### src/rtl/mpam_pkg.sv
`default_nettype none
// ----------------------------------------------------------------------------
// mpam_pkg
// Shared types and constants of the reply matcher.
// ----------------------------------------------------------------------------
package mpam_pkg;

  localparam int RespDepthDefault = 32;

  localparam logic [7:0] SYNC1_BYTE = 8'h75;
  localparam logic [7:0] SYNC2_BYTE = 8'h65;
  localparam logic [7:0] ACK_DESC   = 8'hF1;

  typedef enum logic [1:0] {
    KIND_BYTE  = 2'd0,
    KIND_TICK  = 2'd1,
    KIND_START = 2'd2,
    KIND_NONE  = 2'd3
  } kind_t;

  typedef enum logic [1:0] {
    ST_OK      = 2'd0,
    ST_NACK    = 2'd1,
    ST_TIMEOUT = 2'd2
  } status_t;

  typedef enum logic [2:0] {
    CFG_DSET    = 3'd0,
    CFG_CMD     = 3'd1,
    CFG_WANT    = 3'd2,
    CFG_TIMEOUT = 3'd3,
    CFG_MAXLEN  = 3'd4
  } cfg_idx_t;

  typedef enum logic [2:0] {
    PH_IDLE  = 3'd0,
    PH_SYNC1 = 3'd1,
    PH_SYNC2 = 3'd2,
    PH_DSET  = 3'd3,
    PH_LEN   = 3'd4,
    PH_BODY  = 3'd5,
    PH_DRAIN = 3'd6
  } phase_t;

  // Emission request from parser to result sequencer.
  typedef struct packed {
    logic       go;
    logic [1:0] status;
    logic       with_resp;
  } emit_req_t;

endpackage : mpam_pkg
`default_nettype wire

### src/rtl/mip_packet_ack_response_matcher.sv
`default_nettype none
// ----------------------------------------------------------------------------
// mip_packet_ack_response_matcher
// Deframes received link packets, checks the 8-bit Fletcher-style checksum (sums mod 256) and collects ACK/response.
// ----------------------------------------------------------------------------
// Usage: s_axis carries one event per transfer (tuser = kind: byte, tick or
// start; tdata = received byte). m_axis returns the transaction result: one
// transfer for OK/NACK/TIMEOUT, or one per captured response byte, tlast on
// the final one. cfg writes the five registers by index while idle.
// Throughput: one input transfer per cycle while no result is requested or being emitted.
// Results: the first result of a transaction passes the request register, the
// sequencer start, store read and output load after the ending transfer.
// A further result is read once the one before is loaded, each byte from the
// response store memory (synchronous read). Hold off input from the cycle after
// the ending transfer until the last result has entered the output stage.
// The response bytes are written into that memory as they arrive.
// Reset: the configuration registers return to their defaults, the block goes idle
// and ignores everything but a start. The response store is not cleared.
// Stall: the output stage holds the current result while m_axis_tready is
// low; the next result waits in the store read stage, input stays held off.
// ----------------------------------------------------------------------------
module mip_packet_ack_response_matcher #(
  parameter int RESP_DEPTH = mpam_pkg::RespDepthDefault
) (
  input  wire logic        clk,
  input  wire logic        rst,
  input  wire logic        s_axis_tvalid,
  output logic             s_axis_tready,
  input  wire logic [7:0]  s_axis_tdata,   // [7:0] rx_byte
  input  wire logic [1:0]  s_axis_tuser,   // [1:0] kind
  output logic             m_axis_tvalid,
  input  wire logic        m_axis_tready,
  output logic [47:0]      m_axis_tdata,   // [1:0] status, [9:2] ACK code,
                                           // [17:10] echoed command,
                                           // [25:18] response descriptor,
                                           // [32:26] response length,
                                           // [40:33] data_byte, [47:41] zero
  output logic             m_axis_tlast,   // last
  input  wire logic        cfg_valid,
  output logic             cfg_ready,
  input  wire logic [2:0]  cfg_index,
  input  wire logic [15:0] cfg_data
);
  import mpam_pkg::*;

  localparam int AW = (RESP_DEPTH > 1) ? $clog2(RESP_DEPTH) : 1;
  localparam logic [6:0] DEPTH7 = 7'(RESP_DEPTH);

  // configuration
  logic [7:0]  expected_desc_set, command_desc;
  logic        want_response;
  logic [15:0] timeout_ticks;
  logic [9:0]  max_packet_len;

  assign cfg_ready = 1'b1;
  always_ff @(posedge clk) begin
    if (rst) begin
      expected_desc_set <= 8'd1;
      command_desc      <= 8'd0;
      want_response     <= 1'b0;
      timeout_ticks     <= 16'd1000;
      max_packet_len    <= 10'd512;
    end else if (cfg_valid) begin
      case (cfg_idx_t'(cfg_index))
        CFG_DSET:    expected_desc_set <= cfg_data[7:0];
        CFG_CMD:     command_desc      <= cfg_data[7:0];
        CFG_WANT:    want_response     <= cfg_data[0];
        CFG_TIMEOUT: timeout_ticks     <= cfg_data;
        CFG_MAXLEN:  max_packet_len    <= cfg_data[9:0];
        default: ;
      endcase
    end
  end

  // response store
  logic [7:0] store [RESP_DEPTH];
  logic       st_we;
  logic [AW-1:0] st_wa, st_ra;
  logic [7:0] st_wd, st_rd;
  always_ff @(posedge clk) begin
    if (st_we) store[st_wa] <= st_wd;
    st_rd <= store[st_ra];
  end

  // parser state
  phase_t      phase;
  logic [7:0]  pkt_dset, pay_len, fbl, fdesc, ck1, s_lo, s_hi, flen, fecho;
  logic [8:0]  bcnt, fpos;
  logic        stopped, capturing, ack_seen;
  logic [16:0] p_ack;
  logic [15:0] c_ack;
  logic [15:0] p_resp, c_resp;
  logic [15:0] ticks;

  // emission sequencer
  logic        busy;        // emitting results
  logic [6:0]  e_n, e_k;
  logic [1:0]  e_status;
  logic [6:0]  e_len;
  logic [7:0]  e_desc;
  logic        rd_pend;     // st_rd valid for output stage
  logic        rd_last;

  emit_req_t req;

  logic acc;
  // Hold off input while a request is on its way to the sequencer too.
  assign s_axis_tready = !busy && !req.go;
  assign acc = s_axis_tvalid && s_axis_tready;

  // one add step
  function automatic logic [15:0] addsum(logic [7:0] lo, logic [7:0] hi, logic [7:0] b);
    logic [7:0] nl;
    nl = lo + b;
    return {hi + nl, nl};
  endfunction

  logic [15:0] tick_inc;
  logic [8:0]  remain;
  logic        ok, had_ack;
  logic [6:0]  rl;
  logic [9:0]  whole;
  assign tick_inc = ticks + 16'd1;
  assign remain   = {1'b0, pay_len} - bcnt;
  assign whole    = {2'b00, s_axis_tdata} + 10'd6;
  assign had_ack  = p_ack[16];
  assign ok = (ck1 == s_lo) && (s_axis_tdata == s_hi) && (pkt_dset == expected_desc_set)
              && (pay_len >= 8'd2);
  assign rl = (flen - 8'd2 > {1'b0, DEPTH7}) ? DEPTH7 : 7'(flen - 8'd2);

  always_ff @(posedge clk) begin
    phase_t    phase_next;
    emit_req_t req_next;
    logic      st_we_next;
    phase_next = phase;
    req_next   = '0;
    st_we_next = 1'b0;
    if (rst) begin
      phase_next = PH_IDLE;
      ticks <= '0; c_ack <= 16'h00FF; c_resp <= '0; ack_seen <= 1'b0;
      p_ack <= '0; p_resp <= '0; bcnt <= '0; fbl <= '0; stopped <= 1'b0;
      s_lo <= '0; s_hi <= '0; fdesc <= '0; capturing <= 1'b0; fpos <= '0;
    end else if (acc) begin
      case (kind_t'(s_axis_tuser))
        KIND_START: begin
          ticks <= '0; c_ack <= 16'h00FF; c_resp <= '0; ack_seen <= 1'b0;
          p_ack <= '0; p_resp <= '0; bcnt <= '0; fbl <= '0; stopped <= 1'b0;
          capturing <= 1'b0; fpos <= '0; fdesc <= '0;
          phase_next = PH_SYNC1;
          if (timeout_ticks == 16'd0) begin
            req_next = '{go: 1'b1, status: ST_TIMEOUT, with_resp: 1'b0};
            phase_next = PH_IDLE;
          end
        end
        KIND_TICK: if (phase != PH_IDLE) begin
          ticks <= tick_inc;
          if (tick_inc >= timeout_ticks) begin
            req_next = '{go: 1'b1, status: ST_TIMEOUT, with_resp: 1'b0};
            phase_next = PH_IDLE;
          end
        end
        KIND_BYTE: begin
          case (phase)
            PH_SYNC1: if (s_axis_tdata == SYNC1_BYTE) begin
              {s_hi, s_lo} <= addsum(8'd0, 8'd0, s_axis_tdata);
              phase_next = PH_SYNC2;
            end
            PH_SYNC2: if (s_axis_tdata == SYNC2_BYTE) begin
              {s_hi, s_lo} <= addsum(s_lo, s_hi, s_axis_tdata);
              phase_next = PH_DSET;
            end else phase_next = PH_SYNC1;
            PH_DSET: begin
              pkt_dset <= s_axis_tdata;
              {s_hi, s_lo} <= addsum(s_lo, s_hi, s_axis_tdata);
              phase_next = PH_LEN;
            end
            PH_LEN: begin
              pay_len <= s_axis_tdata;
              {s_hi, s_lo} <= addsum(s_lo, s_hi, s_axis_tdata);
              fbl <= '0; fpos <= '0; fdesc <= '0; stopped <= 1'b0; capturing <= 1'b0;
              p_ack <= '0; p_resp <= '0; flen <= '0;
              if (max_packet_len < 10'd8 || whole > max_packet_len) begin
                bcnt <= {1'b0, s_axis_tdata} + 9'd2;
                phase_next = PH_DRAIN;
              end else begin
                bcnt <= '0;
                phase_next = PH_BODY;
              end
            end
            PH_DRAIN: begin
              if (bcnt > 9'd1) bcnt <= bcnt - 9'd1;
              else begin bcnt <= '0; phase_next = PH_SYNC1; end
            end
            PH_BODY: begin
              if (bcnt < {1'b0, pay_len}) begin
                {s_hi, s_lo} <= addsum(s_lo, s_hi, s_axis_tdata);
                bcnt <= bcnt + 9'd1;
                if (!stopped) begin
                  if (fbl == 8'd0) begin
                    if (remain < 9'd2 || s_axis_tdata < 8'd2 || {1'b0, s_axis_tdata} > remain)
                      stopped <= 1'b1;
                    else begin
                      flen <= s_axis_tdata; fbl <= s_axis_tdata - 8'd1; fpos <= 9'd1;
                    end
                  end else begin
                    fpos <= fpos + 9'd1; fbl <= fbl - 8'd1;
                    if (fpos == 9'd1) begin
                      fdesc <= s_axis_tdata;
                      capturing <= (s_axis_tdata != ACK_DESC) && want_response
                                   && !c_resp[15] && !p_resp[15];
                      if (s_axis_tdata != ACK_DESC && want_response && !c_resp[15]
                          && !p_resp[15]) begin
                        p_resp <= {1'b1, rl, s_axis_tdata};
                      end
                    end else if (fdesc == ACK_DESC) begin
                      if (flen >= 8'd4) begin
                        if (fpos == 9'd2) fecho <= s_axis_tdata;
                        else if (fpos == 9'd3 && fecho == command_desc)
                          p_ack <= {1'b1, fecho, s_axis_tdata};
                      end
                    end else if (capturing && (fpos - 9'd2) < 9'(RESP_DEPTH)) begin
                      st_we_next = 1'b1; st_wa <= AW'(fpos - 9'd2); st_wd <= s_axis_tdata;
                    end
                  end
                end
              end else if (bcnt == {1'b0, pay_len}) begin
                ck1 <= s_axis_tdata; bcnt <= bcnt + 9'd1;
              end else begin
                phase_next = PH_SYNC1;
                p_ack <= '0; p_resp <= '0;
                if (ok) begin
                  if (had_ack) begin c_ack <= p_ack[15:0]; ack_seen <= 1'b1; end
                  if (p_resp[15]) c_resp <= p_resp;
                  if (had_ack || ack_seen) begin
                    if ((had_ack ? p_ack[7:0] : c_ack[7:0]) != 8'd0) begin
                      req_next = '{go: 1'b1, status: ST_NACK, with_resp: 1'b0};
                      phase_next = PH_IDLE;
                    end else if (!want_response) begin
                      req_next = '{go: 1'b1, status: ST_OK, with_resp: 1'b0};
                      phase_next = PH_IDLE;
                    end else if (c_resp[15] || p_resp[15]) begin
                      req_next = '{go: 1'b1, status: ST_OK, with_resp: 1'b1};
                      phase_next = PH_IDLE;
                    end
                  end
                end
              end
            end
            default: phase_next = PH_IDLE;
          endcase
        end
        default: ;
      endcase
    end
    phase <= phase_next;
    req   <= req_next;
    st_we <= st_we_next;
  end

  // result sequencer: a store read waits for the last one to load, output stage with hold
  logic [6:0] clen;
  logic       out_free;
  logic       out_load;
  assign clen = req.with_resp ? c_resp[14:8] : 7'd0;
  assign out_free = !m_axis_tvalid || m_axis_tready;
  assign out_load = rd_pend && out_free;

  logic [1:0]  o_status;
  logic [7:0]  o_code, o_echo, o_desc, o_data;
  logic [6:0]  o_len;
  assign st_ra = AW'(e_k);

  always_ff @(posedge clk) begin
    if (rst) begin
      busy <= 1'b0; rd_pend <= 1'b0; m_axis_tvalid <= 1'b0;
    end else begin
      if (out_load) m_axis_tvalid <= 1'b1;
      else if (m_axis_tvalid && m_axis_tready) m_axis_tvalid <= 1'b0;
      if (req.go) begin
        busy <= 1'b1; e_k <= '0; e_status <= req.status;
        e_len <= clen;
        e_desc <= req.with_resp ? c_resp[7:0] : 8'd0;
        e_n <= (clen == 7'd0) ? 7'd1 : ((clen > DEPTH7) ? DEPTH7 : clen);
      end else if (busy && !rd_pend) begin
        rd_pend <= 1'b1; rd_last <= (e_k + 7'd1 == e_n);
      end else if (out_load) begin
        o_status <= e_status; o_code <= c_ack[7:0]; o_echo <= c_ack[15:8];
        o_desc <= e_desc; o_len <= e_len;
        o_data <= (e_len != 7'd0) ? st_rd : 8'd0;
        m_axis_tlast <= rd_last;
        rd_pend <= 1'b0;
        if (rd_last) busy <= 1'b0;
        else e_k <= e_k + 7'd1;
      end
    end
  end

  assign m_axis_tdata = {7'd0, o_data, o_len, o_desc, o_echo, o_code, o_status};
endmodule : mip_packet_ack_response_matcher
`default_nettype wire
### config.mk
export PLATFORM = sky130hd
export DESIGN_NAME = mip_packet_ack_response_matcher
export DESIGN_NICKNAME = d
export VERILOG_FILES = /design/src/rtl/mpam_pkg.sv /design/src/rtl/mip_packet_ack_response_matcher.sv
export SDC_FILE = /design/constraint.sdc
export NUM_CORES = 1
export LEC_CHECK = 0
export BUFFER_PORTS_ARGS = -buffer_cell sky130_fd_sc_hd__buf_2
export CAP_MARGIN = 40
export CORE_MARGIN = 5
export CORE_UTILIZATION = 42
export DETAILED_ROUTE_END_ITERATION = 10
export PLACE_DENSITY = 0.63
export SLEW_MARGIN = 25
export SYNTH_ARGS = -nofsm -noshare
export SYNTH_HDL_FRONTEND = slang
export SYNTH_SLANG_ARGS = --single-unit
export TNS_END_PERCENT = 1
### constraint.sdc
create_clock -name clk -period 12.75 [get_ports clk]
set_input_delay 2.55 -clock clk [delete_from_list [all_inputs] [get_ports clk]]
set_output_delay 2.55 -clock clk [all_outputs]
set_load 0.03 [all_outputs]
==> results.md, run 1 <==
* WP data required at between 10 and 15 ns
* Worst slew pin tran at roughly 0.86 ns
* Area leader, netlist: edfxtp_1
* Initial DRC count at roughly 1,200
* Post-DR wirelength/cell at 19.98 um
* Worst min-delay path class: flip-flop to flip-flop
* Residual antenna-violating net count after detailed routing at 0
* PostCTS Resize Cnt at 0
* Syn Inst Count at around 2,100
* Clock Latency Late Sink at 0.64 ns
* Slew HR at a little over two fifths
* Setup bufs post-CTS at 0
* Overall Power at 3.802 mW
* Die area at 0.06682 mm2
* MaxCap Viol Count at 0
* Setup TNS at 0 ns
* Unrepaired setup endpoints after global routing: no
* Initial Utilization at a little over two fifths
* FP Rows at 91
* Post-synthesis sequential area ratio at approximately three fifths
* Root Driver: clkbuf_16
* Setup crit start kind: input port
* Highest clock rate at 188.5 MHz
* Post-CTS Hold Buffers at 0
* Main synth FF type: edfxtp_1
* Via count at between 15,000 and 20,000
* Worst vdd ir at approximately 110 uV
* Inserted Clock Buffers at 59
* Crit Path Class: input port to flip-flop
* Die Wd at ~260 um
* Ratio of cells with drive above 1 in the final layout at around 15%
* Post-synthesis instance area at roughly 0.026 mm2
* Pre-CTS setup slack at roughly 6.9 ns
* PortBufs at 77
* Final min period at 5.304 ns
* Vias/cell at about 5.6
* Static Leak at ~10 nW
* Final WL at slightly above 60,000 um
* Area Overhead vs Synth at 13.30%
* Synth Warn # at 0
* Fillers at roughly 5,400
* Clock tree buffer depth at 3
* Critical Path AT at slightly below 6 ns
* Yosys cell types at 84
* Area taken by multi-input logic gates at ~0.0099 mm2
* Top cells by area, synth: edfxtp_1 44%, dfxtp_1 15%, mux4_2 7.0%
* Reg2reg path depth at 16
* Final hold vios at 0
* CTS clk-pin slew, worst paths at approximately 0.06 ns
* Worst-path fanout max at 20
* Maximum number of pins on one net before global-route repair at 83
* Grt ovf at 0
* Detailed Place HPWL at approximately 43,000 um
* Nature of the critical path endpoint: flip-flop
* First-pass GRT wire length at roughly 96,000 um
* CTS Sinks at 579
* Post-synth EDFFs at 383
* Hold Crit Depth at 0
* Synth top area share at ~44%
* Endpoints failing setup at 0
* Final WS setup at 7.446 ns
* Max-slew violation count at 0
* Die height at around 260 um
* H-tree level count at 2
* Sequential standard cell area at between 0.015 and 0.02 mm2
* Synth async-reset ratio at 0%
* Initial antenna violation count at 0
* Vias in the first global route at around 17,000
* CTS tree: done
* First-pass DRT Iterations at 5
* Pwr dens at 129.4 mW/mm2
* Setup skew after layout at between 0.05 and 0.06 ns
* Status: finished clean
* Drt drc at 0
* I/O pin total at between 80 and 90
* Non-Filler Instances at 3,060
* Total GRT Usage at between 10% and 20%
* CORE AREA at a little over 0.06 mm2
* Tcrit/Tclk final at a little over two fifths
* Final nets at about 2,300
* Yosys reg bits at between 500 and 600
* Placer Congestion at 0.8421
* Placed Cells at slightly below 3,000
* Mapped Avg Cell Area at around 12 um2
## metrics by stage
stage,utilization [%],hold WS (ns),instance area (um2)
detailed placement,44.43,0.3944,27320
global placement,43.97,0.3912,27030
finish,47.79,0.4036,29380
floorplan,-,0.3855,25960
global route,47.79,0.4146,29380
CTS,47.58,0.4074,29260
## kinds of logic (layout without fill, tap and decap cells)
logic type	Yosys count	after routing	share of synthesized area (%)
XOR/XNOR	91	91	3.073
adder cells (fa/ha/maj)	72	72	3.560
AND/OR/NAND/NOR	719	719	13.57
other	2	10	0.02896
buffers and inverters	177	308	2.813
multiplexers	102	102	7.902
flip-flops	579	579	59.48
AO/OA/AOI/OAI	389	389	9.581
## placed cells by master, fill, tap and decap left out, types with 13 or more instances in the layout
cell | Yosys | final
a211oi_1 | 18 | 18
a21o_1 | 14 | 14
a21oi_1 | 153 | 153
a31oi_1 | 20 | 19
and2_1 | 28 | 28
and3_1 | 25 | 25
buf_2 | 13 | 76
buf_4 | 11 | 35
clkbuf_1 | 74 | 18
clkbuf_16 | 0 | 60
dfxtp_1 | 196 | 196
edfxtp_1 | 383 | 383
ha_1 | 69 | 69
inv_1 | 69 | 69
mux4_2 | 81 | 81
nand2_1 | 198 | 198
nand2b_1 | 29 | 29
nand3_1 | 47 | 47
nand3b_1 | 15 | 15
nand4_1 | 42 | 42
nor2_1 | 207 | 204
nor2b_1 | 13 | 13
nor3_1 | 31 | 30
nor4_1 | 27 | 26
o21a_1 | 17 | 17
o21ai_0 | 60 | 60
o31a_1 | 14 | 14
xnor2_1 | 44 | 44
xor2_1 | 47 | 47
## area by class of cell
| cell class | instances | share of cell area, % |
|---|---|---|
| sequential | 579 | 52.49 |
| multi-input combinational | 1382 | 33.52 |
| clock buffer | 88 | 5.808 |
| tap | 790 | 3.364 |
| timing repair buffer | 128 | 3.130 |
| inverter | 69 | 0.8814 |
| clock inverter | 23 | 0.7920 |
| antenna | 1 | 0.008516 |
## worst max-delay path, stage by stage
cell and delay, ns:
buf_2 0.44, inv_1 0.37, ha_1 0.35, nor2_1 0.16, xor2_1 0.10, ha_1 0.32
a21o_1 0.10, a21oi_1 0.05, or2_2 0.26, a32oi_1 0.27, nor2_1 0.09, o32a_1 0.30
or3_1 0.30, a21oi_1 0.14
## sequential cells by signal, summed over array words and instances (netlist names), 9 cells and up
signal / cells
store: 256
p_ack: 17
c_ack: 16
c_resp: 16
p_resp: 16
ticks: 16
timeout_ticks: 16
max_packet_len: 10
bcnt: 9
fpos: 9
## worst paths after layout
path	end	from	slack, ns
worst max-delay path	phase[1]$_SDFFE_PP0P_	s_axis_tdata[1]	7.45
worst min-delay path	e_status[0]$_DFFE_PP_	req[1]$_SDFF_PN0_	0.40
worst max register to register	fpos[1]$_SDFFE_PP0P_	bcnt[1]$_SDFFE_PP0P_	8.45
worst min register to register	e_status[0]$_DFFE_PP_	req[1]$_SDFF_PN0_	0.40
## report_power, final
group          total (mW)  internal (mW)  switching [mW]  leakage (nW)
clock                1.70          0.972           0.725         0.954
sequential           1.99           1.98         0.00519          5.02
combinational       0.116         0.0350          0.0806          4.17
## synthesized netlist by cell type, types with 7 or more instances
library cell,number
a211oi_1,18
a21o_1,14
a21oi_1,153
a22oi_1,12
a31oi_1,20
and2_1,28
and3_1,25
buf_1,9
buf_2,13
buf_4,11
clkbuf_1,74
dfxtp_1,196
edfxtp_1,383
ha_1,69
inv_1,69
mux2_2,11
mux2i_1,9
mux4_2,81
nand2_1,198
nand2b_1,29
nand3_1,47
nand3b_1,15
nand4_1,42
nor2_1,207
nor2b_1,13
nor3_1,31
nor3b_1,8
nor4_1,27
o211ai_1,12
o21a_1,17
o21ai_0,60
o21bai_1,7
o22ai_1,7
o31a_1,14
or3_1,12
xnor2_1,44
xor2_1,47
## routing by layer
metal	global-route usage (%)	share of wire [%]
met5	0	0
met4	5.415	2.8
met3	2.747	5.3
met2	30.02	49
met1	24.27	43
Note: power is estimated with default switching activity, not from simulation.
==> run 2, diff against run 1 <==
Settings changed: PLACE_DENSITY 0.63 to 0.65.
Clock period 12.75 ns to 4.7 ns, I/O delays scaled along.
==> run 2 against run 1 <==
  * Final area rose by 0.57%
  * Global-route usage fell by 0.10 points
  * Combinational power rose to 2.9 times the previous value
  * Sequential share of layout area fell by 0.30 points
  * Register-to-register slack got worse by 7.8 ns
==> results.md, run 2 (synthesized netlist as in run 1, its figures left out) <==
* Final min period at slightly above 4 ns
* Clock tree buffer depth at 3
* CORE AREA at slightly above 0.06 mm2
* CTS clk-pin slew, worst paths at roughly 0.06 ns
* Commonest non-fill, non-tap cell in the layout: edfxtp_1
* First-pass DRT Iterations at 6
* Final nets at ~2,300
* Drt drc at 0
* CP Launch Point: bcnt[4]$_SDFFE_PP0P_
* Maximum number of pins on one net before global-route repair at slightly above 80
* I/O pin total at 86
* Die height at 258.5 um
* Setup crit start kind: flip-flop
* Inserted Clock Buffers at 60
* Antenna diodes at 0
* Max-slew violation count at 0
* Max reg flops at 256
* Residual antenna-violating net count after detailed routing at 0
* Via count at between 15,000 and 20,000
* Tcrit/Tclk final at between 80 and 90%
* Die Wd at 258.5 um
* Regs by FF count: store x256, p_ack x17
* Pwr dens at approximately 350 mW/mm2
* RR Startpoint: bcnt[4]$_SDFFE_PP0P_
* Die area at between 0.06 and 0.07 mm2
* Worst vdd ir at ~290 uV
* Initial DRC count at around 1,500
* Most frequent cells in the layout: 383 x edfxtp_1, 205 x nor2_1, 198 x nand2_1, 196 x dfxtp_1, 153 x a21oi_1
* Setup TNS at 0 ns
* Critical Path AT at between 4 and 5 ns
* Pre-CTS setup slack at between 0.6 and 0.7 ns
* Worst slew pin tran at 0.9464 ns
* Status: finished clean
* Post-CTS Hold Buffers at 0
* Root Driver: clkbuf_16
* Detailed Place HPWL at 42,160 um
* Area Overhead vs Synth at 13.95%
* WP data required at 5.23 ns
* CTS tree: done
* Worst min-delay path class: flip-flop to flip-flop
* Highest clock rate at roughly 250 MHz
* Sequential standard cell area at about 0.015 mm2
* Endpoints failing setup at 0
* H-tree level count at 2
* PostCTS Resize Cnt at 0
* Initial antenna violation count at 0
* Final hold vios at 0
* FP Rows at between 90 and 100
* Worst-path fanout max at 9
* MaxCap Viol Count at 0
* Total GRT Usage at 17.80%
* Vias/cell at about 5.6
* Initial Utilization at between 40% and 50%
* Ratio of cells with drive above 1 in the final layout at ~16%
* Slew HR at 36.24%
* Fillers at between 5,000 and 6,000
* Area taken by multi-input logic gates at just under 0.01 mm2
* Static Leak at 10.26 nW
* Hold Path Origin: req[1]$_SDFF_PN0_
* First-pass GRT wire length at between 90,000 and 100,000 um
* Top reg by flops: store
* Crit Path Class: flip-flop to flip-flop
* Placer Congestion at between 0.8 and 0.9
* Grt ovf at 0
* Final WS setup at about 0.66 ns
* Clock Latency Late Sink at roughly 0.65 ns
* Nature of the critical path endpoint: flip-flop
* PortBufs at slightly below 80
* Unrepaired setup endpoints after global routing: no
* Worst R2R Setup Slack at roughly 0.66 ns
* Vias in the first global route at ~17,000
* Setup skew after layout at 0.06357 ns
* CTS Sinks at 579
* Setup bufs post-CTS at 0
* Post-DR wirelength/cell at about 20 um
* Final WL at 61,370 um
[run 2: worst paths after layout]
check | end | depth (start not counted)
worst min register to register | e_status[0]$_DFFE_PP_ | 0
worst max-delay path | fpos[1]$_SDFFE_PP0P_ | 15
worst min-delay path | e_status[0]$_DFFE_PP_ | 0
worst max register to register | fpos[1]$_SDFFE_PP0P_ | 15
[run 2: through the flow]
stage	total power [mW]	utilization, %	hold WS [ns]	cells	area, um2
after floorplan	5.709	-	0.3855	2138	25970
after global placement	5.816	44.34	0.4042	2941	27260
after detailed placement	5.824	44.65	0.4047	2956	27450
after CTS	10.51	47.93	0.4187	3070	29470
after global routing	10.78	48.06	0.4273	3079	29550
final	10.43	48.06	0.4110	3079	29550
[run 2: per-layer routing]
layer	GRT usage [%]	vias to the layer above	share of wire [%]
met5	0	-	0
met4	4.146	0	1.9
met3	2.806	85	6.1
met2	29.92	519	49
met1	24.58	8559	43
li1	-	8139	-
[run 2: critical path: stages (launching register included)]
cell and delay, ns:
dfxtp_1 0.49, inv_1 0.16, ha_1 0.40, nand3_1 0.10, a21oi_1 0.36, nor4_1 0.10
or2_2 0.30, ha_1 0.29, o21ai_0 0.07, a21oi_1 0.12, o221ai_1 0.15, a221oi_2 0.40
nor3_2 0.16, o31ai_2 0.32, buf_4 0.24, mux2_1 0.32
[run 2: area by class of cell]
cell class | instances | area share (%)
flip-flops and latches | 579 | 52.20
multi-input cells | 1382 | 33.32
clock buffers | 85 | 5.898
repair buffers | 145 | 3.442
well taps | 790 | 3.345
clock inverters | 29 | 0.9188
inverters | 69 | 0.8764
[run 2: power breakdown]
| group | total, mW | internal, mW | switching [mW] |
|---|---|---|---|
| Sequential | 5.39 | 5.38 | 0.0116 |
| Combinational | 0.333 | 0.102 | 0.231 |
| Clock | 4.70 | 2.71 | 2.00 |
| Total | 10.4 | 8.19 | 2.24 |
